<file path="src/design/psa_pkg.sv">
`timescale 1ns / 1ps
package psa_pkg;
   localparam int TableEntriesDefault = 32;
   localparam int SlotsDefault = 16;

   typedef enum logic [2:0] {
      OP_FIT = 3'd0, OP_BUMP = 3'd1, OP_REL = 3'd2, OP_RELALL = 3'd3,
      OP_RESERVE = 3'd4, OP_CLEAR = 3'd5, OP_QUERY = 3'd6, OP_NONE = 3'd7
   } op_type;

   localparam logic [2:0] ST_OK = 3'd0;
   localparam logic [2:0] ST_FULL = 3'd1;
   localparam logic [2:0] ST_DUP = 3'd2;
   localparam logic [2:0] ST_NOSPACE = 3'd3;
   localparam logic [2:0] ST_NOTFOUND = 3'd4;
   localparam logic [2:0] ST_BUMPOVF = 3'd5;

   typedef struct packed {
      logic [2:0]  operation;
      logic [15:0] resource_id;
      logic [1:0]  bank_select;
      logic [4:0]  palette_count;
      logic [15:0] reserve_mask;
   } req_type;

   typedef struct packed {
      logic [2:0] status;
      logic [3:0] base_main;
      logic [3:0] base_sub;
      logic       found;
   } rsp_type;

   // owner entry: valid, base sub, base main, count, banks, id
   typedef struct packed {
      logic        valid;
      logic [3:0]  bsub;
      logic [3:0]  bmain;
      logic [4:0]  count;
      logic [1:0]  banks;
      logic [15:0] id;
   } entry_type;

   function automatic logic [15:0] run_mask(input logic [3:0] base, input logic [4:0] count);
      logic [15:0] m;
      if (count >= 5'd16) m = 16'hffff;
      else m = 16'((17'd1 << count) - 17'd1);
      return m << base;
   endfunction
endpackage

</file>
<file path="src/design/psa_if.sv">
`timescale 1ns / 1ps
interface psa_req_if;
   import psa_pkg::*;
   logic    valid;
   logic    ready;
   req_type payload;
   modport source(output valid, output payload, input ready);
   modport sink(input valid, input payload, output ready);
endinterface

interface psa_rsp_if;
   import psa_pkg::*;
   logic    valid;
   logic    ready;
   rsp_type payload;
   modport source(output valid, output payload, input ready);
   modport sink(input valid, input payload, output ready);
endinterface

</file>
<file path="src/design/palette_slot_allocator.sv">
`timescale 1ns / 1ps
// flow: every request scans the owner table; first-fit then probes the slot bases
// (one slot base per cycle over 17 bases), and release all then sweeps the table,
// reading, latching and releasing each entry in turn
// requests: one at a time, the next one accepted in the cycle after the response is taken;
// the owner table memory port sets the scan length
// reset: after reset a clearing pass writes every table entry free,
// no request is taken during it; bitmaps and bump pointers reset to zero
module palette_slot_allocator #(
   parameter int TABLE_ENTRIES = psa_pkg::TableEntriesDefault
) (
   input logic clock,
   input logic reset,
   psa_req_if.sink   req,
   psa_rsp_if.source rsp
);
   import psa_pkg::*;
   localparam int AW = (TABLE_ENTRIES > 1) ? $clog2(TABLE_ENTRIES) : 1;
   localparam int CW = AW + 1;
   localparam logic [CW-1:0] LAST = CW'(TABLE_ENTRIES - 1);
   localparam logic [5:0] SLOT_LIM = 6'(SlotsDefault);

   typedef enum logic [3:0] {
      S_INIT, S_IDLE, S_SCAN, S_SCANW, S_FIT, S_DO, S_SWEEP, S_SWEEPW, S_REL, S_OUT
   } state_type;

   state_type state_ff;
   req_type   r_ff;
   logic [CW-1:0] idx_ff;
   logic [AW-1:0] rd_addr, wr_addr;
   logic          wr_en;
   entry_type     wr_data, rd_e;
   logic [31:0]   rd_raw;
   logic [15:0] occ_m_ff, occ_s_ff;
   logic [4:0]  bump_m_ff, bump_s_ff;
   logic        hit_ff, free_ok_ff;
   logic [AW-1:0] hit_idx_ff, free_idx_ff, last_idx_ff;
   logic [4:0]  s_ff;
   logic        fm_ok_ff, fs_ok_ff;
   logic [3:0]  fm_ff, fs_ff;
   entry_type   hit_e_ff;
   rsp_type     out_ff;
   logic        out_v_ff;

   psa_ram #(.WIDTH(32), .DEPTH(TABLE_ENTRIES)) u_table (
      .clock(clock), .wr_en(wr_en), .wr_addr(wr_addr), .wr_data(wr_data),
      .rd_addr(rd_addr), .rd_data(rd_raw)
   );
   assign rd_e = entry_type'(rd_raw);

   assign req.ready = (state_ff == S_IDLE) && !out_v_ff;
   assign rsp.valid = out_v_ff;
   assign rsp.payload = out_ff;

   logic sel_m, sel_s;
   assign sel_m = r_ff.bank_select[0];
   assign sel_s = r_ff.bank_select[1];

   // bump checks and first-fit probe
   logic ovf;
   assign ovf = (sel_m && (6'(bump_m_ff) >= SLOT_LIM ||
                           6'(bump_m_ff) + 6'(r_ff.palette_count) > SLOT_LIM))
             || (sel_s && (6'(bump_s_ff) >= SLOT_LIM ||
                           6'(bump_s_ff) + 6'(r_ff.palette_count) > SLOT_LIM));
   logic [15:0] probe;
   logic        fit_in;
   assign probe  = run_mask(s_ff[3:0], r_ff.palette_count);
   assign fit_in = 6'(s_ff) + 6'(r_ff.palette_count) <= SLOT_LIM;

   // response for the request being completed
   rsp_type do_rsp;
   always_comb begin
      do_rsp = '{status: ST_OK, base_main: 4'd0, base_sub: 4'd0, found: hit_ff};
      case (r_ff.operation)
         OP_FIT, OP_BUMP: begin
            if (!free_ok_ff) do_rsp.status = ST_FULL;
            else if (hit_ff) do_rsp.status = ST_DUP;
            else if (r_ff.operation == OP_FIT) begin
               if ((sel_m && !fm_ok_ff) || (sel_s && !fs_ok_ff))
                  do_rsp.status = ST_NOSPACE;
               else begin
                  do_rsp.base_main = sel_m ? fm_ff : 4'd0;
                  do_rsp.base_sub = sel_s ? fs_ff : 4'd0;
                  do_rsp.found = 1'b1;
               end
            end else if (ovf) do_rsp.status = ST_BUMPOVF;
            else begin
               do_rsp.base_main = sel_m ? bump_m_ff[3:0] : 4'd0;
               do_rsp.base_sub = sel_s ? bump_s_ff[3:0] : 4'd0;
               do_rsp.found = 1'b1;
            end
         end
         OP_REL: begin
            do_rsp.found = 1'b0;
            if (!hit_ff) do_rsp.status = ST_NOTFOUND;
         end
         default: ;
      endcase
   end

   always_comb begin
      wr_en = 1'b0;
      wr_addr = idx_ff[AW-1:0];
      wr_data = '0;
      rd_addr = idx_ff[AW-1:0];
      if (state_ff == S_INIT) wr_en = 1'b1;
      if (state_ff == S_SWEEPW && rd_e.valid) begin
         wr_en = 1'b1;
         wr_addr = last_idx_ff;
      end
      if (state_ff == S_DO) begin
         if ((r_ff.operation == OP_FIT || r_ff.operation == OP_BUMP) && free_ok_ff && !hit_ff) begin
            wr_addr = free_idx_ff;
            wr_data.valid = 1'b1;
            wr_data.id = r_ff.resource_id;
            wr_data.banks = r_ff.bank_select;
            wr_data.count = r_ff.palette_count;
            if (r_ff.operation == OP_FIT) begin
               wr_data.bmain = sel_m ? fm_ff : 4'd0;
               wr_data.bsub  = sel_s ? fs_ff : 4'd0;
               wr_en = (!sel_m || fm_ok_ff) && (!sel_s || fs_ok_ff);
            end else begin
               wr_data.bmain = sel_m ? bump_m_ff[3:0] : 4'd0;
               wr_data.bsub  = sel_s ? bump_s_ff[3:0] : 4'd0;
               wr_en = !ovf;
            end
         end else if (r_ff.operation == OP_REL && hit_ff) begin
            wr_en = 1'b1;
            wr_addr = hit_idx_ff;
         end
      end
   end

   always_ff @(posedge clock) begin
      if (reset) begin
         state_ff <= S_INIT;
         idx_ff <= '0;
         occ_m_ff <= '0;
         occ_s_ff <= '0;
         bump_m_ff <= '0;
         bump_s_ff <= '0;
         out_v_ff <= 1'b0;
      end else begin
         if (rsp.valid && rsp.ready) out_v_ff <= 1'b0;
         case (state_ff)
            S_INIT: begin
               idx_ff <= idx_ff + 1'b1;
               if (idx_ff == LAST) state_ff <= S_IDLE;
            end
            S_IDLE: if (req.valid && !out_v_ff) begin
               r_ff <= req.payload;
               idx_ff <= '0;
               hit_ff <= 1'b0;
               free_ok_ff <= 1'b0;
               state_ff <= S_SCAN;
            end
            // issue reads, examine the registered read data in the next cycle
            S_SCAN: begin
               last_idx_ff <= idx_ff[AW-1:0];
               idx_ff <= idx_ff + 1'b1;
               state_ff <= S_SCANW;
            end
            S_SCANW: begin
               if (rd_e.valid && rd_e.id == r_ff.resource_id && !hit_ff) begin
                  hit_ff <= 1'b1;
                  hit_idx_ff <= last_idx_ff;
                  hit_e_ff <= rd_e;
               end
               if (!rd_e.valid && !free_ok_ff) begin
                  free_ok_ff <= 1'b1;
                  free_idx_ff <= last_idx_ff;
               end
               if (last_idx_ff == LAST[AW-1:0]) begin
                  s_ff <= '0;
                  fm_ok_ff <= 1'b0;
                  fs_ok_ff <= 1'b0;
                  fm_ff <= '0;
                  fs_ff <= '0;
                  if (r_ff.operation == OP_FIT) state_ff <= S_FIT;
                  else if (r_ff.operation == OP_RELALL) begin
                     idx_ff <= '0;
                     state_ff <= S_SWEEP;
                  end else state_ff <= S_DO;
               end else begin
                  last_idx_ff <= idx_ff[AW-1:0];
                  idx_ff <= idx_ff + 1'b1;
               end
            end
            S_FIT: begin
               if (fit_in) begin
                  if (!fm_ok_ff && ((occ_m_ff & probe) == 16'd0 || r_ff.palette_count == 5'd0)) begin
                     fm_ok_ff <= 1'b1;
                     fm_ff <= s_ff[3:0];
                  end
                  if (!fs_ok_ff && ((occ_s_ff & probe) == 16'd0 || r_ff.palette_count == 5'd0)) begin
                     fs_ok_ff <= 1'b1;
                     fs_ff <= s_ff[3:0];
                  end
               end
               s_ff <= s_ff + 1'b1;
               if (s_ff == 5'd16) state_ff <= S_DO;
            end
            S_SWEEP: begin
               last_idx_ff <= idx_ff[AW-1:0];
               idx_ff <= idx_ff + 1'b1;
               state_ff <= S_SWEEPW;
            end
            S_SWEEPW: begin
               hit_e_ff <= rd_e;
               state_ff <= S_REL;
            end
            S_REL: begin
               if (hit_e_ff.valid) begin
                  if (hit_e_ff.banks[0])
                     occ_m_ff <= occ_m_ff & ~run_mask(hit_e_ff.bmain, hit_e_ff.count);
                  if (hit_e_ff.banks[1])
                     occ_s_ff <= occ_s_ff & ~run_mask(hit_e_ff.bsub, hit_e_ff.count);
               end
               if (last_idx_ff == LAST[AW-1:0]) begin
                  hit_ff <= 1'b0;
                  out_ff <= '{status: ST_OK, base_main: 4'd0, base_sub: 4'd0, found: 1'b0};
                  state_ff <= S_OUT;
               end else state_ff <= S_SWEEP;
            end
            S_DO: begin
               out_ff <= do_rsp;
               case (r_ff.operation)
                  OP_FIT, OP_BUMP: if (do_rsp.status == ST_OK) begin
                     if (sel_m)
                        occ_m_ff <= occ_m_ff | run_mask(do_rsp.base_main, r_ff.palette_count);
                     if (sel_s)
                        occ_s_ff <= occ_s_ff | run_mask(do_rsp.base_sub, r_ff.palette_count);
                     if (r_ff.operation == OP_BUMP) begin
                        if (sel_m) bump_m_ff <= bump_m_ff + r_ff.palette_count;
                        if (sel_s) bump_s_ff <= bump_s_ff + r_ff.palette_count;
                     end
                  end
                  OP_REL: if (hit_ff) begin
                     if (hit_e_ff.banks[0])
                        occ_m_ff <= occ_m_ff & ~run_mask(hit_e_ff.bmain, hit_e_ff.count);
                     if (hit_e_ff.banks[1])
                        occ_s_ff <= occ_s_ff & ~run_mask(hit_e_ff.bsub, hit_e_ff.count);
                  end
                  OP_RESERVE: begin
                     if (sel_m) occ_m_ff <= occ_m_ff | r_ff.reserve_mask;
                     if (sel_s) occ_s_ff <= occ_s_ff | r_ff.reserve_mask;
                  end
                  OP_CLEAR: begin
                     occ_m_ff <= '0;
                     occ_s_ff <= '0;
                     bump_m_ff <= '0;
                     bump_s_ff <= '0;
                  end
                  default: ;
               endcase
               state_ff <= S_OUT;
            end
            S_OUT: begin
               out_v_ff <= 1'b1;
               state_ff <= S_IDLE;
            end
            default: state_ff <= S_IDLE;
         endcase
      end
   end

   a_no_accept_busy: assert property (@(posedge clock) disable iff (reset)
      req.ready |-> state_ff == S_IDLE) else $error("ready outside idle");
   a_out_once: assert property (@(posedge clock) disable iff (reset)
      state_ff == S_OUT |=> out_v_ff) else $error("response not raised");
   a_bump_range: assert property (@(posedge clock) disable iff (reset)
      bump_m_ff <= 5'd16 && bump_s_ff <= 5'd16) else $error("bump pointer out of range");
endmodule

</file>
<file path="src/design/psa_ram.sv">
`timescale 1ns / 1ps
module psa_ram #(
   parameter int WIDTH = 32,
   parameter int DEPTH = 32
) (
   input  logic                                        clock,
   input  logic                                        wr_en,
   input  logic [((DEPTH > 1) ? $clog2(DEPTH) : 1)-1:0] wr_addr,
   input  logic [WIDTH-1:0]                            wr_data,
   input  logic [((DEPTH > 1) ? $clog2(DEPTH) : 1)-1:0] rd_addr,
   output logic [WIDTH-1:0]                            rd_data
);
   logic [WIDTH-1:0] mem [DEPTH];
   logic [WIDTH-1:0] rd_ff;
   always_ff @(posedge clock) begin
      if (wr_en) mem[wr_addr] <= wr_data;
      rd_ff <= mem[rd_addr];
   end
   assign rd_data = rd_ff;
endmodule
</file>
<file path="src/flat_wrapper.sv">
// flat-port wrapper written by rule: the top's interface ports become plain ports
module palette_slot_allocator_flat import psa_pkg::*;
#(
   parameter int TABLE_ENTRIES = psa_pkg::TableEntriesDefault
)
  (clock, reset, req_valid, req_payload, req_ready, rsp_valid, rsp_payload, rsp_ready);
  psa_req_if req_i ();
  psa_rsp_if rsp_i ();
  input logic clock;
  input logic reset;
  input wire logic [$bits(req_i.valid)-1:0] req_valid;
  input wire logic [$bits(req_i.payload)-1:0] req_payload;
  output wire logic [$bits(req_i.ready)-1:0] req_ready;
  output wire logic [$bits(rsp_i.valid)-1:0] rsp_valid;
  output wire logic [$bits(rsp_i.payload)-1:0] rsp_payload;
  input wire logic [$bits(rsp_i.ready)-1:0] rsp_ready;
  assign req_i.valid = req_valid;
  assign req_i.payload = req_payload;
  assign req_ready = req_i.ready;
  assign rsp_valid = rsp_i.valid;
  assign rsp_payload = rsp_i.payload;
  assign rsp_i.ready = rsp_ready;
  palette_slot_allocator #(.TABLE_ENTRIES(TABLE_ENTRIES)) u_core (.clock(clock), .reset(reset), .req(req_i), .rsp(rsp_i));
endmodule
</file>
<file path="config.mk">
export PLATFORM = sky130hd
export DESIGN_NAME = palette_slot_allocator_flat
export DESIGN_NICKNAME = d
export VERILOG_FILES = /design/src/design/psa_pkg.sv /design/src/design/psa_if.sv /design/src/design/palette_slot_allocator.sv /design/src/design/psa_ram.sv /design/src/flat_wrapper.sv
export SDC_FILE = /design/constraint.sdc
export NUM_CORES = 2
export LEC_CHECK = 0
export ABC_AREA = 0
export BUFFER_PORTS_ARGS = -buffer_cell sky130_fd_sc_hd__buf_2
export CORE_MARGIN = 2
export CORE_UTILIZATION = 30
export CTS_CLUSTER_DIAMETER = 60
export DETAILED_ROUTE_END_ITERATION = 7
export PLACE_DENSITY_LB_ADDON = 0.12
export SLEW_MARGIN = 30
export SYNTH_ARGS = -nofsm -noshare
export SYNTH_HDL_FRONTEND = slang
export SYNTH_HIERARCHICAL = 1
export SYNTH_SLANG_ARGS = --single-unit
export TNS_END_PERCENT = 5
</file>
<file path="constraint.sdc">
create_clock -name clock -period 5.5 [get_ports clock]
set_input_delay 0.55 -clock clock [delete_from_list [all_inputs] [get_ports clock]]
set_output_delay 0.55 -clock clock [all_outputs]
set_load 0.005 [all_outputs]
</file>
==> results.cfg <==
[grt]
gr-total-overflow = 0
grt_pass1_vias = 32200
antenna_found_initial = 8
busiest_layer = met2
met1_usage = 0.268
grt_pass1_wl_microns = 240000
grt_max_degree = 106
grt.total_usage = 0.184
grt.met2_usage = 0.290
met3_usage = 0.0256

[yosys]
yosys.area.top_type = edfxtp_1
synth_flop_cell = edfxtp_1
synth_top_area_share = 0.645
synth_area_leaders = edfxtp_1 (64%), mux2i_1 (11%), dfxtp_1 (3.2%), a21oi_1 (2.4%), nand2_1 (1.8%)
synth.avg_cell_area_sq_um = 14.2
synth-edff-count = 1126
synthArstFlopShare = 0
seq_area_frac_synth = 0.677
synthesis.nets = 3769
synth_area_sq_mm = 0.0525
ys_ff_latch = 1211
ys_warn_count = 6
synth_cells = 3700
yosysUniqueCellTypes = 93

[die]
dieHeight_microns = 422
die-area_sq_mm = 0.178
pin_count = 60
die_x_microns = 422
start_util = 0.302
rows = 153
coreArea_sq_mm = 0.174

[status]
status = complete, no violations

[drt]
wl_per_cell_microns = 26.5
drtIter0Drc = 3271
routed-via-count = 32700
finalWirelength_microns = 168000
drtPass1Iterations = 5
final_antenna_net_count = 0
drc = 0
via_per_inst = 5.17

[clocking]
cts_setup_buffers = 0
hold_buffers = 41
clockBufferDepth = 3
insertion_delay_ps = 780
numCtsBuffers = 145
cts_root_buf = clkbuf_16
clk_pin_slew_ps = 60
htreeDepth = 4
cts_resized = 0
cts_tree = built
cts.sinks = 1211

[setup_path]
critical_path.max_stage_delay_ps = 820
cp.buffers_inverters = 3
cp-start-kind = flip-flop
crit_type = reg -> reg
crit_slowest_cell = edfxtp_1
worstPathCellList = nor2_1 -> and2_1 -> inv_1 -> ha_1 -> or3_1 -> o21ai_0 -> a221oi_2 -> buf_4 -> mux2i_1 -> mux2i_1 -> a22o_1 -> a21oi_1 -> a22oi_1 -> nand3_1 -> o41ai_1 -> buf_4
cpLargestDelayFamily = compound AO/OA/AOI/OAI gates
critical_path_arrival_ps = 5280
cp-end-kind = flip-flop
crit_required_ps = 5970
critPathMaxFanout = 19

[sta]
worst_slew_pin_slew_ps = 1050
fin_crit_sh = 0.874
hold_viol = 0
max_freq_mhz = 208
slew_viol_final = 0
fin_skew_ps = 32.2
rsz0062_at_grt = false
setup_viol = 0
slew_headroom = 0.293
tns_ps = 0
period_needed_ps = 4810

[place]
post-dp-hpwl_microns = 105000
io_buffer_count = 59
gp_congestion = 0.869
placed_area_sq_mm = 0.0562

[layout]
drive_gt1_frac = 0.136
nFillCells = 16900
fin_area_sq_mm = 0.0612
area_growth_pct = 16.6
layout_common_cells = edfxtp_1 (1126), mux2i_1 (584), nand2_1 (247), a21oi_1 (245), clkbuf_16 (152)
layout_commonest_cell = edfxtp_1
nNetsFinal = 3947

[power]
power.density_mw_per_mm2 = 331
power.share.combinational = 0.047
clock_power_share = 0.451
seqPwrFrac = 0.502
p_int_uw = 15700
p_sw_frac = 0.223
power_switching_uw = 4520
leakage_uw = 0.0190
irDropWorstVdd_mv = 0.241

[worst_hold_path]
hp-class = in -> reg

[run]
drv_cap = 0
## final timing paths
kind,startpoint,to,slack [ps],cells after the start
worst min-delay path,req_payload[19],u_core/r_ff[19],90,1
worst max-delay path,u_core/r_ff[20],u_core/fs_ff[2],690,16
worst min register to register,u_core/u_table/rd_data[28],u_core/hit_e_ff[28],400,0
worst max register to register,u_core/r_ff[20],u_core/fs_ff[2],690,16
## area by class of cell
cell class / count / area (sq um) / share of cell area
Clock inverter: 46 / 379 / 0.00620
Multi-Input combinational cell: 2227 / 16000 / 0.262
Clock buffer: 217 / 4140 / 0.0676
Timing Repair Buffer: 259 / 2070 / 0.0338
Inverter: 34 / 128 / 0.00209
Antenna cell: 2 / 5.00 / 0.0000818
Sequential cell: 1211 / 35500 / 0.580
Tap cell: 2325 / 2910 / 0.0475
## power groups by stage
stage / Combinational [uW] / Clock [uW] / Sequential [uW]
floorplan: 571 / 0 / 10300
global placement: 960 / 0 / 10400
detailed placement: 955 / 0 / 10400
CTS: 980 / 9380 / 10200
global route: 1020 / 9730 / 10200
finish: 960 / 9130 / 10200
## through the flow
step | instances | hold WS [ps] | utilization | setup slack [ps] | power, uW
2_1_floorplan | 3700 | 386 | - | 616 | 10900
3_3_place_gp | 6014 | 389 | 0.323 | 675 | 11300
3_5_place_dp | 6015 | 389 | 0.324 | 757 | 11300
4_1_cts | 6319 | 32.6 | 0.352 | 728 | 20500
5_1_grt | 6319 | 50.9 | 0.352 | 374 | 20900
6_report | 6321 | 94.0 | 0.352 | 694 | 20300
## worst reg2reg max path, stage by stage, from the launching register on
cell	delay, ps
edfxtp_1	820
nor2_1	180
and2_1	300
inv_1	220
ha_1	580
or3_1	200
o21ai_0	90
a221oi_2	240
buf_4	220
mux2i_1	90
mux2i_1	390
a22o_1	220
a21oi_1	50
a22oi_1	170
nand3_1	100
o41ai_1	430
buf_4	230
## cells in the mapped netlist (10+ instances only)
master    count
buf_4        36
nand3_1     135
buf_6        15
o211ai_1     13
buf_1        16
mux2i_1     584
o31ai_1      10
and3_1       32
or3_1        16
buf_2        34
and2_1       18
o21ai_0      87
a21oi_1     247
a22o_1       65
xor2_1       22
nor2b_1      16
o22ai_1      17
inv_1        30
a211oi_1     17
clkbuf_1    125
a22oi_1     112
a221oi_1     15
dfxtp_1      85
o21ai_1      19
mux2_2       26
nand2_1     248
edfxtp_1   1126
a31oi_1      57
nand2b_1     19
mux4_2       10
ha_1         20
nor3_1       79
nor2_1      180
## cells by family after synthesis
group / after synthesis / synth area share
muxes: 622 / 0.122
buffers and inverters: 262 / 0.0244
and+or+nand+nor: 791 / 0.0700
adders and majority gates: 23 / 0.00591
DFF: 1211 / 0.677
AOI/OAI and AO/OA: 762 / 0.0961
xor gates and xnor gates: 29 / 0.00484
## routing by layer
layer / routed length [microns] / up-vias
met5: 0 / -
met1: 80600 / 16800
met4: 3320 / 0
met3: 6720 / 206
li1: - / 14800
met2: 76900 / 829
## state kept, by name, summed over array words and instances, names as in the netlist, 6 cells and up
signal / count
u_core/rsp.payload: 12
u_core/hit_e_ff: 16
u_core/occ_s_ff: 16
u_core/occ_m_ff: 16
u_core/u_table/rd_data: 32
u_core/u_table/mem: 1024
u_core/r_ff: 42
u_core/idx_ff: 6
Power figures use the tool's default switching activity.
